[src/rtl/tca_pkg.sv]
// Shared types and constants for the tone channel allocator.
// No dependencies.
package tca_pkg;

   localparam int MAX_RESULTS = 8;

   localparam logic [1:0] ACT_ADD    = 2'd0;
   localparam logic [1:0] ACT_COMMIT = 2'd1;
   localparam logic [1:0] ACT_TICK   = 2'd2;

   localparam logic [1:0] KIND_ACK   = 2'd0;
   localparam logic [1:0] KIND_START = 2'd1;
   localparam logic [1:0] KIND_STOP  = 2'd2;

   typedef struct packed {
      logic [1:0]  action;
      logic [15:0] freq;
      logic [15:0] duration;
   } req_type;

   typedef struct packed {
      logic [1:0]  kind;
      logic [2:0]  channel;
      logic [15:0] tone;
      logic        accepted;
      logic [3:0]  active_count;
      logic        last;
   } rsp_type;

   typedef enum logic [1:0] {
      ST_IDLE,
      ST_COMMIT,
      ST_TICK
   } state_type;

   // broadcast to every channel cell
   typedef struct packed {
      logic        place;
      logic        stop;
      logic [31:0] deadline;
   } chan_cmd_type;

   typedef struct packed {
      logic active;
      logic expired;
      logic grant_hi;
      logic grant_lo;
   } chan_stat_type;

   typedef struct packed {
      logic [15:0] freq;
      logic [15:0] len;
   } pend_entry_type;

endpackage

[src/rtl/tca_chan_cell.sv]
// One tone channel: active flag, deadline, expiry test and the two priority chains.
// Depends on tca_pkg.
module tca_chan_cell import tca_pkg::*; (
   input  logic          clock,
   input  logic          reset,
   input  logic [31:0]   time_now,
   input  chan_cmd_type  cmd,
   input  logic          hi_in,
   input  logic          lo_in,
   output logic          hi_out,
   output logic          lo_out,
   output chan_stat_type stat
);

   logic        active_ff, active_in;
   logic [31:0] deadline_ff, deadline_in;
   logic [31:0] elapsed;
   logic        expired;

   // deadline passed when the modular difference is in the lower half
   assign elapsed = time_now - deadline_ff;
   assign expired = active_ff && !elapsed[31];

   // hi chain runs from the top channel down: first free channel wins
   assign hi_out = hi_in | !active_ff;
   // lo chain runs from channel zero up: first expired channel wins
   assign lo_out = lo_in | expired;

   assign stat.active   = active_ff;
   assign stat.expired  = expired;
   assign stat.grant_hi = !active_ff && !hi_in;
   assign stat.grant_lo = expired && !lo_in;

   always_comb begin
      active_in   = active_ff;
      deadline_in = deadline_ff;
      if (cmd.place && stat.grant_hi) begin
         active_in   = 1'b1;
         deadline_in = cmd.deadline;
      end else if (cmd.stop && stat.grant_lo) begin
         active_in = 1'b0;
      end
   end

   always_ff @(posedge clock) begin
      if (reset) begin
         active_ff <= 1'b0;
      end else begin
         active_ff <= active_in;
      end
   end

   always_ff @(posedge clock) begin
      deadline_ff <= deadline_in;
   end

endmodule

[src/rtl/tca_pend_cell.sv]
// One slot of the pending beep queue; shifts toward the head on pop.
// Depends on tca_pkg.
module tca_pend_cell import tca_pkg::*; (
   input  logic           clock,
   input  logic           load,
   input  logic           shift,
   input  pend_entry_type new_entry,
   input  pend_entry_type nb_entry,
   output pend_entry_type entry
);

   pend_entry_type entry_ff, entry_in;

   always_comb begin
      entry_in = entry_ff;
      if (load) begin
         entry_in = new_entry;
      end else if (shift) begin
         entry_in = nb_entry;
      end
   end

   always_ff @(posedge clock) begin
      entry_ff <= entry_in;
   end

   assign entry = entry_ff;

endmodule

[src/rtl/tone_channel_allocator_core.sv]
// Tone channel allocator: row of channel cells, row of pending cells, sequencer.
// Add and unused actions: one result in the cycle after accept, busy stays low.
// Commit: busy while beeps are placed, one result per cycle; the first result passes
// through state_ff and then rsp_strobe_ff; tick likewise with channels stopped. Rate set
// by the one-result-per-cycle walk. Synchronous reset clears control state and channels.
// Depends on tca_pkg, tca_chan_cell, tca_pend_cell.
module tone_channel_allocator_core import tca_pkg::*; #(
   parameter int CHANNELS = 8
) (
   input  logic    clock,
   input  logic    reset,
   input  logic    start,
   output logic    busy,
   input  req_type req_item,
   output logic    rsp_strobe,
   output rsp_type rsp_item
);

   localparam int CntW  = $clog2(CHANNELS + 1);
   localparam int ChanW = (CHANNELS > 1) ? $clog2(CHANNELS) : 1;

   state_type      state_ff, state_in;
   logic [CntW-1:0] pcount_ff, pcount_in;
   logic [CntW-1:0] act_ff, act_in;
   logic [CntW-1:0] evt_ff, evt_in;
   logic [31:0]    time_ff, time_in;
   logic           rsp_strobe_ff, rsp_strobe_in;
   rsp_type        rsp_ff, rsp_in;

   chan_cmd_type   cmd;
   chan_stat_type  stat [CHANNELS];
   logic [CHANNELS:0] hi_chain, lo_chain;
   logic [CHANNELS-1:0] active_vec, free_vec, exp_vec, ghi_vec, glo_vec;
   logic [ChanW-1:0] hi_idx, lo_idx;
   logic           any_free, any_exp, free_after, exp_after;

   pend_entry_type pend [CHANNELS];
   pend_entry_type new_entry;
   logic           pend_wr, pend_pop;
   logic           accept, report, final_evt;

   assign accept = start && !busy;
   assign busy   = (state_ff != ST_IDLE);

   assign hi_chain[CHANNELS] = 1'b0;
   assign lo_chain[0]        = 1'b0;

   genvar g;
   generate
      for (g = 0; g < CHANNELS; g++) begin : g_chan
         tca_chan_cell u_chan (
            .clock    (clock),
            .reset    (reset),
            .time_now (time_ff),
            .cmd      (cmd),
            .hi_in    (hi_chain[g+1]),
            .lo_in    (lo_chain[g]),
            .hi_out   (hi_chain[g]),
            .lo_out   (lo_chain[g+1]),
            .stat     (stat[g])
         );
         assign active_vec[g] = stat[g].active;
         assign free_vec[g]   = !stat[g].active;
         assign exp_vec[g]    = stat[g].expired;
         assign ghi_vec[g]    = stat[g].grant_hi;
         assign glo_vec[g]    = stat[g].grant_lo;

         if (g == CHANNELS - 1) begin : g_tail
            tca_pend_cell u_pend (
               .clock     (clock),
               .load      (pend_wr && (pcount_ff == CntW'(g))),
               .shift     (pend_pop),
               .new_entry (new_entry),
               .nb_entry  (pend[g]),
               .entry     (pend[g])
            );
         end else begin : g_body
            tca_pend_cell u_pend (
               .clock     (clock),
               .load      (pend_wr && (pcount_ff == CntW'(g))),
               .shift     (pend_pop),
               .new_entry (new_entry),
               .nb_entry  (pend[g+1]),
               .entry     (pend[g])
            );
         end
      end
   endgenerate

   assign any_free   = hi_chain[0];
   assign any_exp    = lo_chain[CHANNELS];
   assign free_after = |(free_vec & ~ghi_vec);
   assign exp_after  = |(exp_vec & ~glo_vec);

   always_comb begin
      hi_idx = '0;
      lo_idx = '0;
      for (int i = 0; i < CHANNELS; i++) begin
         if (ghi_vec[i]) hi_idx |= ChanW'(i);
         if (glo_vec[i]) lo_idx |= ChanW'(i);
      end
   end

   assign new_entry.freq = req_item.freq;
   assign new_entry.len  = req_item.duration;

   // events past the result budget still act but are not reported
   assign report = (int'(evt_ff) < MAX_RESULTS);

   always_comb begin
      state_in      = state_ff;
      pcount_in     = pcount_ff;
      act_in        = act_ff;
      evt_in        = evt_ff;
      time_in       = time_ff;
      rsp_strobe_in = 1'b0;
      rsp_in        = '0;
      rsp_in.active_count = 4'(act_ff);
      cmd.place     = 1'b0;
      cmd.stop      = 1'b0;
      cmd.deadline  = time_ff + {16'd0, pend[0].len};
      pend_wr       = 1'b0;
      pend_pop      = 1'b0;
      final_evt     = 1'b0;

      case (state_ff)
         ST_IDLE: begin
            if (accept) begin
               evt_in = '0;
               case (req_item.action)
                  ACT_ADD: begin
                     rsp_strobe_in = 1'b1;
                     rsp_in.last   = 1'b1;
                     if (pcount_ff != CntW'(CHANNELS)) begin
                        pend_wr         = 1'b1;
                        pcount_in       = pcount_ff + 1'b1;
                        rsp_in.accepted = 1'b1;
                     end
                  end
                  ACT_COMMIT: begin
                     state_in = ST_COMMIT;
                  end
                  ACT_TICK: begin
                     time_in  = time_ff + 32'd1;
                     state_in = ST_TICK;
                  end
                  default: begin
                     rsp_strobe_in = 1'b1;
                     rsp_in.last   = 1'b1;
                  end
               endcase
            end
         end
         ST_COMMIT: begin
            if (pcount_ff != '0 && any_free) begin
               cmd.place  = 1'b1;
               pend_pop   = 1'b1;
               act_in     = act_ff + 1'b1;
               evt_in     = evt_ff + 1'b1;
               final_evt  = (pcount_ff == CntW'(1)) || !free_after;
               pcount_in  = final_evt ? '0 : pcount_ff - 1'b1;
               rsp_strobe_in       = report;
               rsp_in.kind         = KIND_START;
               rsp_in.channel      = 3'(hi_idx);
               rsp_in.tone         = pend[0].freq;
               rsp_in.active_count = 4'(act_in);
               rsp_in.last         = final_evt || (int'(evt_ff) == MAX_RESULTS - 1);
            end else begin
               // nothing placed at all: plain acknowledge, drop the list
               final_evt     = 1'b1;
               pcount_in     = '0;
               rsp_strobe_in = 1'b1;
               rsp_in.last   = 1'b1;
            end
            if (final_evt) state_in = ST_IDLE;
         end
         ST_TICK: begin
            if (any_exp) begin
               cmd.stop   = 1'b1;
               act_in     = act_ff - 1'b1;
               evt_in     = evt_ff + 1'b1;
               final_evt  = !exp_after;
               rsp_strobe_in       = report;
               rsp_in.kind         = KIND_STOP;
               rsp_in.channel      = 3'(lo_idx);
               rsp_in.active_count = 4'(act_in);
               rsp_in.last         = final_evt || (int'(evt_ff) == MAX_RESULTS - 1);
            end else begin
               final_evt     = 1'b1;
               rsp_strobe_in = 1'b1;
               rsp_in.last   = 1'b1;
            end
            if (final_evt) state_in = ST_IDLE;
         end
         default: begin
            state_in = ST_IDLE;
         end
      endcase
   end

   always_ff @(posedge clock) begin
      if (reset) begin
         state_ff      <= ST_IDLE;
         pcount_ff     <= '0;
         act_ff        <= '0;
         evt_ff        <= '0;
         time_ff       <= '0;
         rsp_strobe_ff <= 1'b0;
      end else begin
         state_ff      <= state_in;
         pcount_ff     <= pcount_in;
         act_ff        <= act_in;
         evt_ff        <= evt_in;
         time_ff       <= time_in;
         rsp_strobe_ff <= rsp_strobe_in;
      end
   end

   always_ff @(posedge clock) begin
      rsp_ff <= rsp_in;
   end

   assign rsp_strobe = rsp_strobe_ff;
   assign rsp_item   = rsp_ff;

   // running count must track the channel flags
   a_act_count: assert property (@(posedge clock) disable iff (reset)
      act_ff == CntW'($countones(active_vec)))
      else $error("active count out of step with channel flags");

   a_pcount_range: assert property (@(posedge clock) disable iff (reset)
      pcount_ff <= CntW'(CHANNELS))
      else $error("pending count beyond queue depth");

   a_single_result: assert property (@(posedge clock) disable iff (reset)
      (accept && req_item.action != ACT_COMMIT && req_item.action != ACT_TICK)
      |=> (rsp_strobe && rsp_item.last && !busy))
      else $error("single-result item did not produce a final result");

   a_done_last: assert property (@(posedge clock) disable iff (reset)
      ($fell(busy) && (CHANNELS <= MAX_RESULTS)) |-> (rsp_strobe && rsp_item.last))
      else $error("walk ended without a final result");

endmodule

[config.mk]
export PLATFORM = sky130hd
export DESIGN_NAME = tone_channel_allocator_core
export DESIGN_NICKNAME = d
export VERILOG_FILES = /design/src/rtl/tca_pkg.sv /design/src/rtl/tca_chan_cell.sv /design/src/rtl/tca_pend_cell.sv /design/src/rtl/tone_channel_allocator_core.sv
export SDC_FILE = /design/constraint.sdc
export NUM_CORES = 1
export LEC_CHECK = 0
export BUFFER_PORTS_ARGS = -buffer_cell sky130_fd_sc_hd__buf_2
export CAP_MARGIN = 0
export CORE_AREA = 2 2 218 220
export CTS_CLUSTER_DIAMETER = 60
export DETAILED_ROUTE_END_ITERATION = 6
export DIE_AREA = 0 0 220 222
export GPL_TIMING_DRIVEN = 0
export PLACE_DENSITY = 0.8
export SYNTH_ARGS = -nofsm -noshare
export SYNTH_HDL_FRONTEND = slang
export SYNTH_SLANG_ARGS = --single-unit
export TNS_END_PERCENT = 5
[constraint.sdc]
create_clock -name clock -period 7.55 [get_ports clock]
set_clock_uncertainty 0.1 [all_clocks]
set_input_delay 0.3775 -clock clock [delete_from_list [all_inputs] [get_ports clock]]
set_output_delay 0.3775 -clock clock [all_outputs]
set_load 0.02 [all_outputs]
## After elaboration in Yosys (flattened, before gate mapping)

Cells that the tools add are included.

| cells by class | value |
|---|---|
| reductions and logical operators | 113 |
| add/subtract/negate cells | 15 |
| magnitude comparators | 1 |
| multiplexer cells | 85 |
| bitwise operators | 18 |
| equality and inequality tests | 21 |

Operators with widths:

| kind | count |
|---|---|
| 2-to-1 mux 32 bit | 14 |
| subtractor 32 bit | 8 |
| logical AND 1 bit | 48 |
| 2-to-1 mux 4 bit | 10 |
| 2-to-1 mux 1 bit | 36 |
| nonzero test 2 bit | 17 |
| adder 32 x 1 -> 32 bit, second input constant | 1 |
| adder 32 x 16 -> 32 bit | 1 |
| logical NOT 1 bit | 32 |
| 2-to-1 mux 3 bit | 8 |
| 2-to-1 mux 20 bit | 1 |
| bitwise AND 8 bit | 2 |
| equality test 4 x 3 -> 1 bit, second input constant | 4 |
| inverter 8 bit | 2 |
| one-hot mux 4 bit (2 select lines) | 2 |
| OR reduction 8 bit | 2 |
| 2-to-1 mux 2 bit | 7 |
| bitwise OR 1 bit | 14 |
| adder 4 x 1 -> 4 bit, second input constant | 3 |
| inequality test 2 bit, second input constant | 6 |
| one-hot mux 4 bit (3 select lines) | 1 |
| AND reduction 4 bit | 3 |
| one-hot mux 5 bit (2 select lines) | 1 |
| equality test 4 x 2 -> 1 bit, second input constant | 2 |
| 21 further kinds | 28 |

| storage, ports and cells | value |
|---|---|
| input bits | 37 |
| output and inout bits | 29 |
| register bits | 594 |

## Logic depth before layout (Yosys ltp)

Gate-level depths: netlist (run 1).

| depth | value |
|---|---|
| word-level depth | 19 |
| depth in mapped cells | 14 |
| depth with buffers taken out | 14 |

## Hierarchy

From an unflattened synthesis (run 1), not the netlist that was laid out.

| unflattened totals | value |
|---|---|
| cell total of the unflattened synthesis | 2479 |
| area total of the unflattened synthesis | 32184.6 um^2 |

By module, submodules not included:

| module | times used | cells an instance | area an instance (um^2) | sequential area each (um^2) |
|---|---|---|---|---|
| tca_chan_cell | 8 | 168 | 1935.6 | 980.9 |
| tca_pend_cell | 8 | 69 | 1507.7 | 960.9 |
| tone_channel_allocator_core | 1 | 583 | 4638.2 | 1481.4 |

## Worst setup path before layout (run 1)

Ideal clock, no wire load.

| timing path | value |
|---|---|
| path kind | register to register |
| from | register g_chan[5].u_chan.active_ff |
| to | register g_chan[4].u_chan.deadline_ff[0], enable pin |
| data arrival time | 4.915 ns |
| setup time | 0.517 ns |
| stages on the path, launching flop included | 9 |
| slack | 2.019 ns |
| required time | 6.933 ns |
| path through | dfxtp_1 -> clkbuf_1 -> and3_1 -> and2_1 -> nand2_1 -> nor2_1 -> a32oi_1 -> nand2_1 -> nor4b_1 |

| on the way | value |
|---|---|
| longest elaborated chain between the ends | 11 |
| elaborated cells between the ends (all ways) | 13 |
| those cells by class | 2 x mux; 6 x bitwise; 5 x reduce/logical |

RTL lines:

| item | line | source |
|---|---|---|
| start: declaration | tca_chan_cell.sv:15 | `logic active_ff, active_in;` |
| start signal: assignment | tca_chan_cell.sv:49 | `active_ff <= active_in;` |
| logical NOT 1 bit (*) | tca_chan_cell.sv:25 | `assign hi_out = hi_in \| !active_ff;` |
| bitwise OR 1 bit (*) | tca_chan_cell.sv:25 |  |
| bitwise OR 1 bit (5 in a row) | tca_chan_cell.sv:25 |  |
| logical AND 1 bit | tone_channel_allocator_core.sv:155 | `if (pcount_ff != '0 && any_free) begin` |
| 2-to-1 mux 1 bit | tone_channel_allocator_core.sv:155 |  |
| 2-to-1 mux 1 bit | tone_channel_allocator_core.sv:126 | `case (state_ff)` |
| logical AND 1 bit (*) | tca_chan_cell.sv:37 | `if (cmd.place && stat.grant_hi) begin` |
| end signal: assignment | tca_chan_cell.sv:54 | `deadline_ff <= deadline_in;` |
| end: declaration | tca_chan_cell.sv:16 | `logic [31:0] deadline_ff, deadline_in;` |

Mark *: on every way between the ends. The rest lies on a longest branch, timed or not.
A chain may end at the register's enable or synchronous reset.

==> impl_summary.md, run 1 <==
Clock tree
The clock transition at the register clock pins on the worst setup and hold paths after CTS is 60 ps. The H-tree generated during clock tree synthesis spans 2 levels. The tree is rooted in a clkbuf_16. The TritonCTS clock tree is yes. The later pin in the worst-skew pair is clocked with a latency of 630 ps. In this run the deepest clock path goes through 3 buffers. The number of clock sinks is 594. The post-CTS setup repair buffer count is 0. Buffers inserted during clock tree synthesis total 59.

Timing
Dividing the final minimum period by the clock period gives 0.648. The number of hold violations in the final report is 0. For the pin with the worst max-slew slack, the measured transition is 1320 ps. Adding up every negative setup slack in the final design gives 0 ps. In this run the tightest slew margin relative to its limit is 0.116.

Hold is met by 158 ps. Timing would allow up to 0.204 GHz. The number of setup violations in the final report is 0. The smallest clock period supported by the final layout is computed as 4890 ps.

Setup repair after global routing left no endpoint under its margin. The number of max-slew violations in the final report is 0.

Synthesis
The yosys synthesis warning count is 0. The number of nets handed over by synthesis was 2547. In this run, distinct cell masters in the synthesized netlist total 80. The count of flip-flops with a built-in enable after synthesis is 512. After synthesis, the share of flip-flops with an asynchronous set or reset is 0. The leading register cell type out of synthesis is edfxtp_1. The cell area after synthesis is 29100 µm². After synthesis the netlist holds a flip-flop and latch count of 594. Dividing the synthesized area by the synthesized cell count gives 13.0 µm². The sequential element share of the synthesized area is 0.586. The synthesized netlist cell count is 2237.

Critical path
The worst register-to-register path ends at g_chan[0].u_chan.deadline_ff[30]. Of all nets on the critical path, the largest fanout is 12. The start point of the critical path is time_ff[1].

The endpoint kind of the worst setup timing path is a flop. The setup slack on the worst flop-to-flop path is 2660 ps. The worst setup path is launched from a flop.

By startpoint and endpoint, the worst setup path is classified as flop to flop. The start of the worst register-to-register path is time_ff[1]. Data on the critical path arrives at its endpoint at 5110 ps. The worst path required time is 7770 ps. The endpoint of the most critical setup path is g_chan[0].u_chan.deadline_ff[30]. The number of cells on the worst reg-to-reg path is 13.

Placed design
The HPWL after detailed placement is 43700 µm. The area of placed instances is 30400 µm². During placement, the flow inserted port buffers numbering 64. Including well taps, the total number of placed cells is 2929.

Routability-driven placement finished with a final weighted congestion of 0.883.

GRT
The via count of the first global-routing pass is 18707. The pin count of the biggest net entering global routing is 34. The number of antenna violations at the first check in global routing is 2. The wire length of the first global-routing pass is 99300 µm.

The global-route total usage across every layer is 0.262. The global route total overflow is 0.

Power and ir drop
The static leakage is 0.0140 µW. The worst-case IR drop observed on VDD is 0.220 mV. In this run the power density over the cells is 214 nW/µm².

Cells and area
The share of final-layout standard cells stronger than drive strength 1 is 0.179. The number of nets in the finished design is 2728. The area of all placed cells without fillers is 32900 µm².

After filler insertion, the fill cell instance count of the layout stands at 3033. The area growth from synthesis to layout is 13.1%. The count of cells in the finished layout, fillers not included, comes to 3078.

Route
The detailed router finished its first iteration with 1480 violations. The first-pass iteration count of the detailed router is 5. The via-per-instance ratio is 5.95. Summed over all layers, the routed wires come to 63200 µm.

In this run the remaining antenna-violating nets after routing total 0. The total DRC errors in the routed layout is 0. The routed length per placed instance is 20.5 µm.

The overall via count from detail_route is 18314.

Die
The placeable core area is 46300 µm². After floorplanning, the core was divided into 79 placement rows. In this run the vertical extent of the chip is 222 µm.

For this configuration, the core starts out at a cell density of 0.628. The die is 220 µm wide. The die covers 48800 µm². The I/O pin total is 66.

Run
The number of max-cap violations is 0.

Worst hold path
The worst hold path begins at start. The type of the most critical hold path is input port to flop.

Status
The run finished with clean final reports.
-- state kept, by name (all words and copies together) (netlist names) --
| name | flops |
|---|---|
| state_ff | 2 |
| rsp_item | 27 |
| g_chan.u_chan.active_ff | 8 |
| pcount_ff | 4 |
| act_ff | 4 |
| time_ff | 32 |
| g_chan.g_body.u_pend.entry | 224 |
| evt_ff | 4 |
| g_chan.g_tail.u_pend.entry | 32 |
| g_chan.u_chan.deadline_ff | 256 |
| rsp_strobe | 1 |
-- area by class of cell --
class                   count  area [µm²]  area share
inverters                 278        1040      0.0318
diodes                      2        5.00    0.000152
multi-input cells        1319       10900       0.331
well taps                 607         759      0.0231
clock inverters            38         378      0.0115
repair buffers            120         932      0.0284
plain buffers              46         180     0.00548
clock buffers              74        1680      0.0511
flip-flops and latches    594       17000       0.518
-- cell usage after synthesis (27+ instances only) --
cell | instances | area share
edfxtp_1 | 512 | 0.53
inv_1 | 277 | 0.036
ha_1 | 272 | 0.12
mux2_2 | 225 | 0.087
a21oi_1 | 113 | 0.019
nand2_1 | 103 | 0.013
nor2_1 | 100 | 0.013
dfxtp_1 | 82 | 0.056
a21o_1 | 53 | 0.014
nand4_1 | 44 | 0.0095
o21ai_0 | 44 | 0.0076
nand3_1 | 43 | 0.0074
xor2_1 | 36 | 0.011
and3_1 | 29 | 0.0062
xnor2_1 | 27 | 0.0081
-- critical path, cell delays in order, from the launching register on --
cell,delay (ps)
dfxtp_1,690
inv_1,170
fa_1,490
nor2b_1,140
o21ai_0,130
a21boi_1,250
o21ai_1,130
a211oi_1,330
o31ai_1,150
a21boi_1,290
o21ai_1,320
nor3_1,510
nand4_1,170
xnor2_1,690
-- layout by cell type (no fill, tap or decap), types with 7 or more instances in the layout --
cell type      netlist  final
buf_2                3     67
clkinv_1             1      8
nor2b_1              9      9
a21o_1              53     53
nor2_1             100     99
a211oi_1            13     13
xor2_1              36     36
o21ai_0             44     43
and4_1              10     10
o211ai_1             7      7
o21ai_1             21     21
xnor2_1             27     27
buf_4                1     15
clkbuf_16            0     63
a21oi_1            113    113
clkinv_2             0     13
nand2_1            103    103
dlygate4sd3_1        0     32
nand2b_1            13     13
nand4_1             44     44
buf_1               18     18
and3_1              29     28
dfxtp_1             82     82
ha_1               272    272
a31oi_1              9      9
inv_1              277    277
nor3_1              25     23
nand3_1             43     43
mux2_2             225    225
edfxtp_1           512    512
or3_1                8      8
clkbuf_1            24     29
-- stage by stage --
stage	setup slack [ps]	util	total power [µW]
floorplan	2020	-	3910
global placement	-792	0.651	4010
detailed placement	2750	0.657	4030
CTS	2740	0.708	7050
global route	2210	0.710	7230
finish	2660	0.710	7040
-- logic make-up (layout without fill, tap and decap cells) --
logic type	after synthesis	in the layout	share of synthesized area
other	0	2	0
AO/OA/AOI/OAI	334	334	0.0740
XOR/XNOR	63	63	0.0190
buffers and inverters	324	556	0.0421
flip-flops	594	594	0.586
adder cells (fa/ha/maj)	274	274	0.118
AND/OR/NAND/NOR	417	417	0.0719
multiplexers	231	231	0.0893
-- where the power goes --
group | internal (µW) | leakage [µW] | switching [µW]
registers | 3640 | 0.00523 | 21.0
clock network | 1790 | 0.00101 | 1270
logic | 111 | 0.00778 | 216
total | 5530 | 0.0140 | 1500
-- worst min path at each step --
stage | endpoint | slack [ps] | depth (start not counted)
floorplan | rsp_item[10] | 350 | 1
global placement | rsp_item[19] | 360 | 1
detailed placement | rsp_item[17] | 360 | 1
CTS | state_ff[1] | 140 | 5
global route | state_ff[1] | 200 | 5
finish | state_ff[1] | 160 | 5
-- what timing repair did --
action | 4_1_cts | 5_1_grt
resized for setup | 0 | 0
endpoints found under the hold margin | 32 | 0
hold buffers | 32 | 0
-- per-layer routing --
metal / wire length, µm / global-route usage / up-vias
li1: - / - / 8620
met3: 3510 / 0.0366 / 125
met1: 25700 / 0.332 / 9011
met5: 0 / 0 / -
met2: 31900 / 0.459 / 558
met4: 2030 / 0.0946 / 0
No activity file was read; power rests on OpenSTA's default activity.
==> inputs of run 2 (changes only) <==
Settings changed: ABC_AREA set to 1, CORE_AREA 2 2 218 220 to 2 2 219 221, DIE_AREA 0 0 220 222 to 0 0 221 223.
Clock period 7.55 ns to 4.85 ns, I/O delays scaled along.
==> impl_summary.md, run 2 <==
Status
Status: complete, no violations (unchanged).

Timing
The maximum frequency from static timing analysis came to 0.220 GHz (was 0.204 GHz). The number of max-slew violations in the final report is 0 (unchanged). The normalized max-slew margin is 0.0812 (was 0.116).

The part of the cycle the worst path needs is 0.938 (was 0.648). The number of hold violations in the final report is 0 (unchanged). The minimum period implied by the final worst setup slack is 4550 ps (was 4890 ps). The post-route worst hold slack is 82.9 ps (was 158 ps). The final sum of negative setup slack came to 0 ps (unchanged). The transition time at the pin with the least slew margin is 1370 ps (was 1320 ps). The number of setup violations in the final report came to 0 (unchanged). Unrepaired setup endpoints after global routing: no (unchanged).

Route
The overall via count from detail_route came to 20434 (was 18314). The via-per-instance ratio came to 5.53 (was 5.95). The number of violations reported at the end of detailed-routing iteration 0 came to 1435 (was 1480).

The total DRC errors in the routed layout is 0 (unchanged). The routed length per placed instance is 17.5 µm (was 20.5 µm). The wire length after detailed routing is 64800 µm (was 63200 µm). The count of antenna-violating nets left after detailed routing is 0 (unchanged). The first-pass iteration count of the detailed router came to 6 (was 5).

Synthesis
The synthesized netlist cell count is 2853 (was 2237). The fraction of registers with async set/reset is 0 (unchanged). The count of unique library cells instantiated by Yosys is 50 (was 80). The cell area after synthesis is 29300 µm² (was 29100 µm²). Most instantiated cells after synthesis: nand2_1 (605), edfxtp_1 (512), inv_1 (445) (was edfxtp_1 (512), inv_1 (277), ha_1 (272)). The yosys synthesis warning count is 0 (unchanged). The total of flip-flops plus latches after synthesis is 594 (unchanged). The count of flip-flops with a built-in enable after synthesis is 512 (unchanged). The per-instance average area after synthesis is 10.3 µm² (was 13.0 µm²). The area share of the leading cell type in the synthesized netlist was 0.525 (was 0.529). The sequential element share of the synthesized area is 0.581 (was 0.586). Leading cell types by total area after synthesis: edfxtp_1 (53%), ha_1 (12%), nand2_1 (7.8%), inv_1 (5.7%), dfxtp_1 (5.6%) (was edfxtp_1 (53%), ha_1 (12%), mux2_2 (8.7%), dfxtp_1 (5.6%), inv_1 (3.6%)).

The net count after synthesis is 3163 (was 2547). The library cell with the highest instance count after synthesis is nand2_1 (was edfxtp_1). The leading register cell type out of synthesis is edfxtp_1 (unchanged). The largest area contributor in the netlist is edfxtp_1 (unchanged).

GRT
The number of antenna violations at the first check in global routing was 0 (was 2). The global route total overflow is 0 (unchanged). The via count of the first global-routing pass is 20749 (was 18707).

The pin count of the biggest net entering global routing is 34 (unchanged). The wire length of the first global-routing pass is 102000 µm (was 99300 µm). The global-route total usage across every layer was 0.262 (about the same).

Clock tree
The clock root buffer is clkbuf_16 (unchanged). The clock transition at the register clock pins on the worst setup and hold paths after CTS is 60 ps (about the same). The number of buffers added by the clock tree synthesis step is 59 (unchanged). The insertion delay to the later sink of the worst-skew pair is 630 ps (about the same). The maximum level of the CTS H-tree is 2 (unchanged). The number of gates given a new drive strength after cts is 0 (unchanged). The buffer levels on the longest clock path came to 3 (unchanged).

The number of clock sinks is 594 (unchanged). The TritonCTS clock tree is yes (unchanged).

Placed design
The number of port buffers is 65 (was 64). The detailed placer's ending HPWL is 45800 µm (was 43700 µm). The cell count after placement is 3546 (was 2929).

The area of placed instances was 30500 µm² (was 30400 µm²). The weighted congestion at the end of routability-driven global placement is 0.873 (was 0.883).

Cells and area
The signed area change from the synthesized netlist to the final layout was 11.9% (was 13.1%). The area of all placed cells without fillers was 32800 µm² (was 32900 µm²). The count of non-filler cells in the finished layout was 3692 (was 3078).

The number of fillers in the final layout was 3261 (was 3033). The final core utilization is 0.695 (was 0.710). The number of flip-flops under the largest register name is 256 (unchanged). The register containing the most flip-flops in the final layout was g_chan.u_chan.deadline_ff (unchanged). The most common cell after layout, fill and taps aside is nand2_1 (was edfxtp_1).

The share of final-layout standard cells stronger than drive strength 1 came to 0.0783 (was 0.179). Commonest non-fill, non-tap cells in the layout: nand2_1 (605), edfxtp_1 (512), inv_1 (441) (was edfxtp_1 (512), inv_1 (277), ha_1 (272)). The number of nets in the finished design is 3335 (was 2728).

Critical path
The element type at the critical path start was a flop (unchanged). The endpoint arrival time on the critical path is 4750 ps (was 5110 ps). The class of the most critical setup path is flop to flop (unchanged). The start of the worst register-to-register path is time_ff[1] (unchanged). The largest fanout of any net on the critical path was 11 (was 12).

The start point of the critical path was time_ff[1] (unchanged). The endpoint kind of the worst setup timing path is a flop (unchanged). The worst path required time is 5050 ps (was 7770 ps).

Power and ir drop
The static leakage is 0.0148 µW (was 0.0140 µW). The largest vdd supply drop came to 0.421 mV (was 0.220 mV). The cell area power density came to 385 nW/µm² (was 214 nW/µm²).

Worst hold path
The type of the most critical hold path was input port to flop (unchanged). The hold path startpoint is req_item[33] (was start).

Die
The die outline height is 223 µm (was 222 µm). The I/O pin total is 66 (unchanged). The initial core utilization is 0.621 (was 0.628). The total number of placement rows is 80 (was 79). The placeable core area is 47100 µm² (was 46300 µm²). The horizontal die dimension is 221 µm (was 220 µm). The full die area is 49300 µm² (was 48800 µm²).

Run
The number of max-cap violations is 0 (unchanged).
-- run 2: layout make-up --
type,count,area [µm²],area share
flip-flops and latches,594,17000,0.519
multi-input cells,1718,10200,0.312
inverters,478,1790,0.0548
clock buffers,89,1660,0.0508
repair buffers,111,796,0.0243
well taps,615,769,0.0235
plain buffers,63,263,0.00802
clock inverters,23,233,0.00710
diodes,1,2.50,0.0000764
-- run 2: report_power, final --
| group | switching (µW) | leakage, µW | internal, µW |
|---|---|---|---|
| Clock | 1910 | 0.000925 | 2540 |
| Combinational | 1210 | 0.00862 | 474 |
| Sequential | 168 | 0.00527 | 6310 |
-- run 2: cells by family (layout without fill, tap and decap cells) --
| logic type | count (synthesis) | count (layout) | share of synthesized area |
|---|---|---|---|
| buf+inv | 541 | 764 | 0.0703 |
| flops | 594 | 594 | 0.581 |
| xor+xnor | 44 | 44 | 0.0132 |
| other cells | 0 | 1 | 0 |
| fa+ha+maj | 273 | 273 | 0.117 |
| compound gates | 500 | 500 | 0.0907 |
| simple gates | 901 | 901 | 0.128 |
-- run 2: repair_timing --
action,in CTS,in global routing
hold endpoints to repair,213,0
hold buffers,33,0
buffers inserted,0,0
-- run 2: through the flow --
stage | total power, µW | worst slack [ps]
4_1_cts | 12700 | 355
3_5_place_dp | 8220 | 404
6_report | 12600 | 301
2_1_floorplan | 7680 | 208
3_3_place_gp | 8080 | -1690
5_1_grt | 13100 | 75.4
-- run 2: final timing paths --
check,cells past startpoint,slack (ps),end
worst max-delay path,16,300,g_chan[2].u_chan.deadline_ff[28]
worst min register to register,2,360,rsp_item[15]
worst max register to register,16,300,g_chan[2].u_chan.deadline_ff[28]
worst min-delay path,5,80,state_ff[0]
-- run 2: metal layers --
metal,up-vias,wire length (µm),track usage
li1,9957,-,-
met1,9682,24600,0.298
met2,626,33800,0.483
met3,169,3190,0.0327
met4,0,3170,0.137
met5,-,0,0
-- run 2: worst max-delay path, cell delays in order, from the launching register on --
cell and delay [ps]:
dfxtp_1 650, inv_1 230, fa_1 500, nand3b_1 210
nand2_1 120, nand2_1 60, nand2_1 90, nand2_1 60
nand2_1 110, a31oi_1 140, o21ai_1 290, a21boi_1 160
o21ai_2 250, nand2_1 150, nor3_1 300, nand2_1 110
xor2_1 670
